File: config.mk
export PLATFORM = sky130hd
export DESIGN_NAME = gmlc_ctrl
export DESIGN_NICKNAME = d
export VERILOG_FILES = /design/src/sv/gmlc_pkg.sv /design/src/sv/gmlc_ctrl.sv
export VERILOG_INCLUDE_DIRS = /design/src /design/src/sv
export SDC_FILE = /design/constraint.sdc
export NUM_CORES = 1
export LEC_CHECK = 0
export ABC_AREA = 1
export ABC_CLOCK_PERIOD_IN_PS = 1750
export BUFFER_PORTS_ARGS = -buffer_cell sky130_fd_sc_hd__buf_2
export CORE_AREA = 5 5 42 44
export CTS_BUF_LIST = sky130_fd_sc_hd__clkbuf_2 sky130_fd_sc_hd__clkbuf_4 sky130_fd_sc_hd__clkbuf_8
export DETAILED_ROUTE_END_ITERATION = 6
export DIE_AREA = 0 0 47 49
export GPL_TIMING_DRIVEN = 0
export PLACE_DENSITY = 0.69
export SYNTH_ARGS = -nofsm -noshare
export SYNTH_HDL_FRONTEND = slang
export SYNTH_SLANG_ARGS = --single-unit
File: constraint.sdc
create_clock -name clock -period 1.75 [get_ports clock]
set_input_delay 0.175 -clock clock [delete_from_list [all_inputs] [get_ports clock]]
set_output_delay 0.175 -clock clock [all_outputs]
set_load 0.02 [all_outputs]
File: src/sv/grain_map_lookup_with_lfu_cache_top_defines.svh
// Assertion macros used by the grain map lookup controller.
`ifndef GRAIN_MAP_LOOKUP_WITH_LFU_CACHE_TOP_DEFINES_SVH
`define GRAIN_MAP_LOOKUP_WITH_LFU_CACHE_TOP_DEFINES_SVH

// Same-cycle implication.
`define GMLC_ASSERT_SAME(label, clk, rst, ante, cons, msg) \
   label: assert property (@(posedge clk) disable iff (rst) (ante) |-> (cons)) \
      else $error(msg);

// Next-cycle implication.
`define GMLC_ASSERT_NEXT(label, clk, rst, ante, cons, msg) \
   label: assert property (@(posedge clk) disable iff (rst) (ante) |=> (cons)) \
      else $error(msg);

`endif

File: src/sv/gmlc_pkg.sv
// Types and constants shared by the grain map lookup modules.
package gmlc_pkg;

   localparam int GMLC_CACHE_WAYS = 16;
   localparam int GMLC_DIR_DEPTH  = 4096;

   localparam logic [31:0] COUNT_FULL        = 32'hffff_ffff;
   localparam logic [4:0]  GRAIN_SHIFT_MAX   = 5'd16;
   localparam logic [3:0]  TABLE_SHIFT_MAX   = 4'd12;
   localparam logic [4:0]  GRAIN_SHIFT_RESET = 5'd7;
   localparam logic [3:0]  TABLE_SHIFT_RESET = 4'd9;

   typedef enum logic [1:0] {
      CSR_GRAIN_SHIFT = 2'd0,
      CSR_TABLE_SHIFT = 2'd1,
      CSR_DIR_ENTRIES = 2'd2
   } csr_index_type;

   typedef enum logic [1:0] {
      ST_HIT      = 2'd0,
      ST_MISS     = 2'd1,
      ST_UNMAPPED = 2'd2,
      ST_LOAD     = 2'd3
   } status_type;

   typedef enum logic [2:0] {
      CS_IDLE,
      CS_DECODE,
      CS_MATCH,
      CS_SEARCH,
      CS_UPDATE,
      CS_REPLACE,
      CS_DONE
   } ctrl_state_type;

   typedef struct packed {
      logic capture;
      logic decode;
      logic match;
      logic update;
      logic replace;
      logic load_out;
   } gmlc_cmd_type;

   typedef struct packed {
      logic mode_load;
      logic in_range;
      logic tag_zero;
      logic hit;
   } gmlc_stat_type;

endpackage

File: src/sv/gmlc_ctrl.sv
// Sequencer for the grain map lookup: handshakes, phase order, search wait.
`include "grain_map_lookup_with_lfu_cache_top_defines.svh"

module gmlc_ctrl
   import gmlc_pkg::*;
#(
   parameter int CACHE_WAYS = GMLC_CACHE_WAYS
) (
   input  logic          clock,
   input  logic          reset,
   input  logic          req_valid,
   output logic          req_stall,
   output logic          rsp_valid,
   input  logic          rsp_stall,
   input  gmlc_stat_type stat,
   output gmlc_cmd_type  cmd
);

   localparam int LEVELS = $clog2(CACHE_WAYS);
   localparam int SCNT_W = $clog2(LEVELS + 1);
   localparam logic [SCNT_W-1:0] LAST = SCNT_W'(LEVELS - 1);

   ctrl_state_type    state_ff, state_in;
   logic [SCNT_W-1:0] search_cnt_ff, search_cnt_in;
   logic              rsp_valid_ff, rsp_valid_in;

   always_ff @(posedge clock) begin
      if (reset) begin
         state_ff      <= CS_IDLE;
         search_cnt_ff <= '0;
         rsp_valid_ff  <= 1'b0;
      end else begin
         state_ff      <= state_in;
         search_cnt_ff <= search_cnt_in;
         rsp_valid_ff  <= rsp_valid_in;
      end
   end

   always_comb begin
      state_in      = state_ff;
      search_cnt_in = search_cnt_ff;
      cmd           = '0;
      req_stall     = 1'b1;
      rsp_valid_in  = rsp_valid_ff && rsp_stall;
      case (state_ff)
         CS_IDLE: begin
            // hold off requests while reset is high
            req_stall = reset;
            if (req_valid && !reset) begin
               cmd.capture = 1'b1;
               state_in    = CS_DECODE;
            end
         end
         CS_DECODE: begin
            cmd.decode = 1'b1;
            if (stat.mode_load || !stat.in_range) begin
               state_in = CS_DONE;
            end else begin
               state_in = CS_MATCH;
            end
         end
         CS_MATCH: begin
            cmd.match = 1'b1;
            if (stat.tag_zero) begin
               state_in = CS_DONE;
            end else if (stat.hit) begin
               state_in = CS_UPDATE;
            end else begin
               search_cnt_in = '0;
               state_in      = CS_SEARCH;
            end
         end
         CS_SEARCH: begin
            // wait for the min tree to settle on the current counts
            if (search_cnt_ff == LAST) begin
               state_in = CS_REPLACE;
            end else begin
               search_cnt_in = search_cnt_ff + 1'b1;
            end
         end
         CS_UPDATE: begin
            cmd.update = 1'b1;
            state_in   = CS_DONE;
         end
         CS_REPLACE: begin
            cmd.replace = 1'b1;
            state_in    = CS_DONE;
         end
         CS_DONE: begin
            // hold until the output register is free or being drained
            if (!rsp_valid_ff || !rsp_stall) begin
               cmd.load_out = 1'b1;
               rsp_valid_in = 1'b1;
               state_in     = CS_IDLE;
            end
         end
         default: begin
            state_in = CS_IDLE;
         end
      endcase
   end

   assign rsp_valid = rsp_valid_ff;

   `GMLC_ASSERT_SAME(a_load_when_free, clock, reset, cmd.load_out, !rsp_valid_ff || !rsp_stall, "result overwrote a pending transfer")
   `GMLC_ASSERT_NEXT(a_load_shows, clock, reset, cmd.load_out, rsp_valid_ff, "loaded result not offered")
   `GMLC_ASSERT_SAME(a_search_bound, clock, reset, state_ff == CS_SEARCH, search_cnt_ff <= LAST, "search wait overran")
   `GMLC_ASSERT_NEXT(a_capture_busy, clock, reset, cmd.capture, req_stall && state_ff == CS_DECODE, "request not held off after capture")

endmodule

==> results of run 1 <==
layout by cell type (no fill, tap or decap):
cell,count
nor2_1,19
nand2_1,18
buf_2,15
inv_1,11
dfxtp_1,7
nor3_1,4
nand3_1,4
clkbuf_4,4
a21oi_1,3
nor2_2,2
ha_1,2
buf_4,1
inv_4,1
inv_2,1
nand4_1,1
nand2_2,1
nor2_4,1
nand2_4,1
nand3_4,1
o21ai_0,1
a21oi_4,1
metal layers:
layer  global-route usage (%)  wire length (um)  vias to the layer above
met2                    13.80               478                       15
met4                    1.382                 0                        0
li1                         -                 -                      284
met5                        0                 0                        -
met3                    6.642                99                        0
met1                    9.513               456                      224
sequential cells by signal, indices dropped and copies added (netlist names):
signal	count
search_cnt_ff	3
rsp_valid	1
state_ff	3
worst paths after layout:
path	from	endpoint	slack, ns	cells after the start
worst max-delay path	state_ff[1]	cmd[0]	0.33	6
worst min-delay path	reset	state_ff[2]	0.16	2
worst max register to register	search_cnt_ff[0]	search_cnt_ff[2]	0.43	8
worst min register to register	rsp_valid	rsp_valid	0.49	2
logic make-up after synthesis:
| logic type | synth area share [%] |
|---|---|
| AND/OR/NAND/NOR | 48.39 |
| flip-flops | 27.79 |
| buffers and inverters | 11.66 |
| adder cells (fa/ha/maj) | 4.962 |
| AO/OA/AOI/OAI | 7.195 |
synth_stat cells (all sizes together):
| master | instances | area [um^2] |
|---|---|---|
| nor2 | 22 | 95.09 |
| nand2 | 20 | 85.08 |
| inv | 13 | 51.30 |
| dfxtp | 7 | 140.1 |
| nand3 | 5 | 37.54 |
| a21oi | 4 | 31.28 |
| nor3 | 4 | 20.02 |
| ha | 2 | 25.02 |
| buf | 1 | 7.510 |
| nand4 | 1 | 6.260 |
| o21ai | 1 | 5.000 |
power breakdown:
part,internal (W),switching [W],total (W)
sequential,0.000222,0.0000525,0.000274
combinational,0.000233,0.000397,0.000630
clock,0.000102,0.0000584,0.000161
total,0.000557,0.000508,0.00106
cell type report:
| cell class | instances | area (um^2) | share of cell area [%] |
|---|---|---|---|
| Multi-Input combinational cell | 59 | 305.3 | 48.51 |
| Sequential cell | 7 | 140.1 | 22.27 |
| Timing Repair Buffer | 15 | 75.07 | 11.93 |
| Inverter | 13 | 51.30 | 8.151 |
| Clock buffer | 4 | 30.03 | 4.771 |
| Tap cell | 16 | 20.02 | 3.181 |
| Buffer | 1 | 7.507 | 1.193 |
critical path, cell delays in order (launching register included):
cell	delay (ns)
dfxtp_1	0.30
buf_4	0.16
inv_1	0.08
nor2_1	0.12
nand2_1	0.08
nor2_1	0.09
buf_2	0.16
stage by stage:
stage / cell area, um^2 / power (W) / setup slack (ns) / utilization, %
after detailed placement: 599.3 / 0.0009161 / 0.4210 / 42.77
after global placement: 599.3 / 0.0008956 / 0.4650 / 42.77
after global routing: 629.4 / 0.001174 / 0.1945 / 44.91
after floorplan: 504.2 / 0.0007768 / 0.4355 / -
final: 629.4 / 0.001065 / 0.3347 / 44.91
after CTS: 629.4 / 0.001083 / 0.3146 / 44.91
==> results.json, run 1 <==
{
  "wl_per_cell_um": 8.991,
  "syn_nets": 90,
  "antenna_found_initial": 0,
  "pin_count": 16,
  "yosys_warnings": 0,
  "htreeDepth": 1,
  "portBuffers": 15,
  "syn-cell-area_um2": 504.2,
  "slew_headroom_pct": 79.23,
  "period_minus_slack_ns": 1.415,
  "ir_worst_vdd_uv": 727.0,
  "timing_worst_slew_pin_value_ns": 0.3111,
  "fillers": 160,
  "crit_path_start_kind": "flip-flop",
  "grt_first_pass_wirelength_um": 1462,
  "whs_ns": 0.1602,
  "grt_pass1_vias": 395,
  "cts_tree": "built",
  "setup_viol": 0,
  "crit_path_max_fanout": 8,
  "fin_skew_ns": 0.0009874,
  "synthCells": 80,
  "drc": 0,
  "synth-seq-cells": 7,
  "power_density_nw_per_um2": 1692,
  "status": "finished, final reports clean",
  "drt-pass1-iter-count": 4,
  "drive_gt1_share_pct": 29.29,
  "areaGrowthSynthToFinish_pct": 24.81,
  "cts_buffers": 3,
  "cts_sinks": 7,
  "cts-resized-gates": 0,
  "viasPerCell": 4.548,
  "crit_required_ns": 1.57,
  "cap_violations": 0,
  "timing.final.crit_share_pct": 80.88,
  "stdcell_count": 115,
  "post_cts.repair.setup_buffers": 0,
  "rows": 14,
  "worst_ep_arrival_time_ns": 1.24,
  "rsz0062_at_grt": "no",
  "fin_setup_tns_ns": 0,
  "grt_max_degree": 10,
  "fmaxAchievable_mhz": 706.6,
  "die_height_um": 49,
  "track_usage_pct": 8.821,
  "synth_cell_type_count": 19,
  "cts-root-buf": "clkbuf_4",
  "hold_path_class": "in2reg",
  "dp_hpwl_um": 835.6,
  "grt-ovfl-total": 0,
  "gp_congestion": 0.7528,
  "totalWireLength_um": 1034,
  "initial_core_util_pct": 35.98,
  "dp_cells": 111,
  "core_um2": 1401,
  "p_leak_nw": 0.3422,
  "first_iter_violations": 8,
  "clk_latency_ns": 0.25,
  "ant_nets": 0,
  "vias": 523,
  "path_clk_slew_ns": 0.05,
  "final_max_slew_viol_count": 0,
  "end_kind": "primary output",
  "clockBufferDepth": 2,
  "finalHoldViolations": 0,
  "num_antenna_cells": 0,
  "yosysSeqAreaShare_pct": 27.79,
  "die_area_um2": 2303,
  "crit_type": "reg2out",
  "postCtsHoldBufs": 0,
  "nets": 110,
  "die_w_um": 47,
  "avgSynthCellArea_um2": 6.303
}
No activity file was read; power rests on OpenSTA's default activity.
==> run 2, diff against run 1 <==
--- a/config.mk
+++ b/config.mk
@@ -7,14 +7,14 @@
 export NUM_CORES = 1
 export LEC_CHECK = 0
 export ABC_AREA = 1
-export ABC_CLOCK_PERIOD_IN_PS = 1750
+export ABC_CLOCK_PERIOD_IN_PS = 1300
 export BUFFER_PORTS_ARGS = -buffer_cell sky130_fd_sc_hd__buf_2
 export CORE_AREA = 5 5 42 44
 export CTS_BUF_LIST = sky130_fd_sc_hd__clkbuf_2 sky130_fd_sc_hd__clkbuf_4 sky130_fd_sc_hd__clkbuf_8
 export DETAILED_ROUTE_END_ITERATION = 6
 export DIE_AREA = 0 0 47 49
 export GPL_TIMING_DRIVEN = 0
-export PLACE_DENSITY = 0.69
+export PLACE_DENSITY = 0.72
 export SYNTH_ARGS = -nofsm -noshare
 export SYNTH_HDL_FRONTEND = slang
 export SYNTH_SLANG_ARGS = --single-unit
==> constraint.sdc (replaced) <==
create_clock -name clock -period 1.3 [get_ports clock]
set_input_delay 0.13 -clock clock [delete_from_list [all_inputs] [get_ports clock]]
set_output_delay 0.13 -clock clock [all_outputs]
set_load 0.02 [all_outputs]
==> run 2 against run 1 <==
  * The flow now finishes with violations (negative setup slack)
  * Register-to-register slack worse by 0.37 ns
  * Wire length up 16%
  * Combinational power up 60%
  * Via count up 3.4%
  * Flip-flop and latch count unchanged
  * Sequential power up 55%
  * Clock power up 36%
  * Clock skew up 0.0046 ns
==> results.json, run 2 (same netlist as run 1, synthesis figures left out) <==
{
  "timing.final.crit_share_pct": 100.2,
  "hold_path_class": "in2reg",
  "drc": 0,
  "p_leak_nw": 0.3685,
  "dp_hpwl_um": 861.4,
  "htreeDepth": 1,
  "end_kind": "primary output",
  "fmaxAchievable_mhz": 767.9,
  "first_iter_violations": 3,
  "fillers": 145,
  "crit_required_ns": 1.17,
  "gp_congestion": 0.7661,
  "worst_ep_arrival_time_ns": 1.17,
  "crit_path_max_fanout": 6,
  "die_w_um": 47,
  "vias": 541,
  "path_clk_slew_ns": 0.06,
  "fin_skew_ns": 0.005584,
  "grt_pass1_vias": 433,
  "final_common_cell": "nor2_1",
  "core_um2": 1401,
  "whs_ns": 0.1063,
  "final_max_slew_viol_count": 0,
  "status": "finished, violations left",
  "areaGrowthSynthToFinish_pct": 45.16,
  "antenna_found_initial": 0,
  "slew_headroom_pct": 87.23,
  "period_minus_slack_ns": 1.302,
  "drt-pass1-iter-count": 3,
  "ir_worst_vdd_uv": 895.5,
  "pin_count": 16,
  "cts_buffers": 3,
  "report.power.total_w": 0.001654,
  "totalWireLength_um": 1198,
  "grt-ovfl-total": 0,
  "clk_latency_ns": 0.25,
  "cp_cell_sequence": "buf_6 > buf_4 > nor3_1 > buf_2",
  "ant_nets": 0,
  "setup_viol": 1,
  "crit_slowest_cell": "dfxtp_2",
  "cts_sinks": 7,
  "grt_first_pass_wirelength_um": 1697,
  "drive_gt1_share_pct": 45.63,
  "crit_type": "reg2out",
  "grt_max_degree": 10,
  "initial_core_util_pct": 35.98,
  "wl_per_cell_um": 10.07,
  "portBuffers": 15,
  "num_antenna_cells": 0,
  "place_ws_ns": -0.01652,
  "critPathMaxStageDelay_ns": 0.31,
  "timing_worst_slew_pin_value_ns": 0.1909,
  "crit_path_start_kind": "flip-flop",
  "clockBufferDepth": 2,
  "setup_ws_ns": -0.002218,
  "power_density_nw_per_um2": 2260,
  "rsz0062_at_grt": "yes",
  "die_height_um": 49,
  "cts-root-buf": "clkbuf_4",
  "rows": 14,
  "finalHoldViolations": 0,
  "layout_common_cells": "17 x nor2_1, 16 x nand2_1, 13 x buf_2",
  "viasPerCell": 4.546,
  "die_area_um2": 2303,
  "track_usage_pct": 9.796,
  "cap_violations": 0,
  "failed_checks": "negative setup slack",
  "cts_tree": "built",
  "nets": 114
}
-- run 2: layout make-up --
type | count | area, um^2 | share of cell area [%]
well taps | 16 | 20.02 | 2.735
inverters | 13 | 56.30 | 7.692
clock buffers | 4 | 30.03 | 4.103
repair buffers | 19 | 110.1 | 15.04
multi-input cells | 59 | 355.3 | 48.55
flip-flops and latches | 7 | 148.9 | 20.34
plain buffers | 1 | 11.26 | 1.538
-- run 2: what timing repair did --
item                                    4_1_cts  5_1_grt
pin swaps                                     2        7
resized for setup                             9       15
endpoints found under the setup margin        8        8
endpoints found under the hold margin         0        0
setup buffers                                 0        4
hold buffers                                  0        0
-- run 2: where the power goes --
| part | internal [W] | leakage [nW] | total (W) | switching, W |
|---|---|---|---|---|
| sequential | 0.000320 | 0.0595 | 0.000425 | 0.000105 |
| clock | 0.000138 | 0.0184 | 0.000219 | 0.0000807 |
| combinational | 0.000412 | 0.291 | 0.00101 | 0.000598 |
| total | 0.000870 | 0.368 | 0.00165 | 0.000784 |
-- run 2: worst paths after layout --
path                    startpoint               end  slack, ns  depth (start not counted)
hold / removal               reset       state_ff[0]       0.11                          2
hold reg to reg   search_cnt_ff[2]  search_cnt_ff[2]       0.48                          2
setup / recovery       state_ff[1]            cmd[1]     -0.002                          4
setup reg to reg  search_cnt_ff[1]  search_cnt_ff[0]       0.06                          8
-- run 2: per-stage QoR --
step | utilization [%] | setup TNS, ns | cell area [um^2] | cells
final | 52.23 | -0.002218 | 732.0 | 119
after global routing | 52.23 | -0.1846 | 732.0 | 119
after CTS | 46.16 | -0.03300 | 646.9 | 115
after detailed placement | 42.77 | -0.03522 | 599.3 | 111
after global placement | 42.77 | 0 | 599.3 | 111
after floorplan | - | 0 | 504.2 | 80
-- run 2: worst max-delay path: cells and delay by family (launching register included) --
family                 cells  cell delay, ns
DFF                        1            0.31
buffers and inverters      3            0.46
and+or+nand+nor            1            0.16
-- run 2: per-layer routing --
layer | share of wire [%] | vias to the layer above | global-route usage, %
li1 | - | 290 | -
met1 | 42 | 245 | 11.45
met2 | 54 | 6 | 16.29
met3 | 4.3 | 0 | 4.428
met4 | 0 | 0 | 1.382
met5 | 0 | - | 0
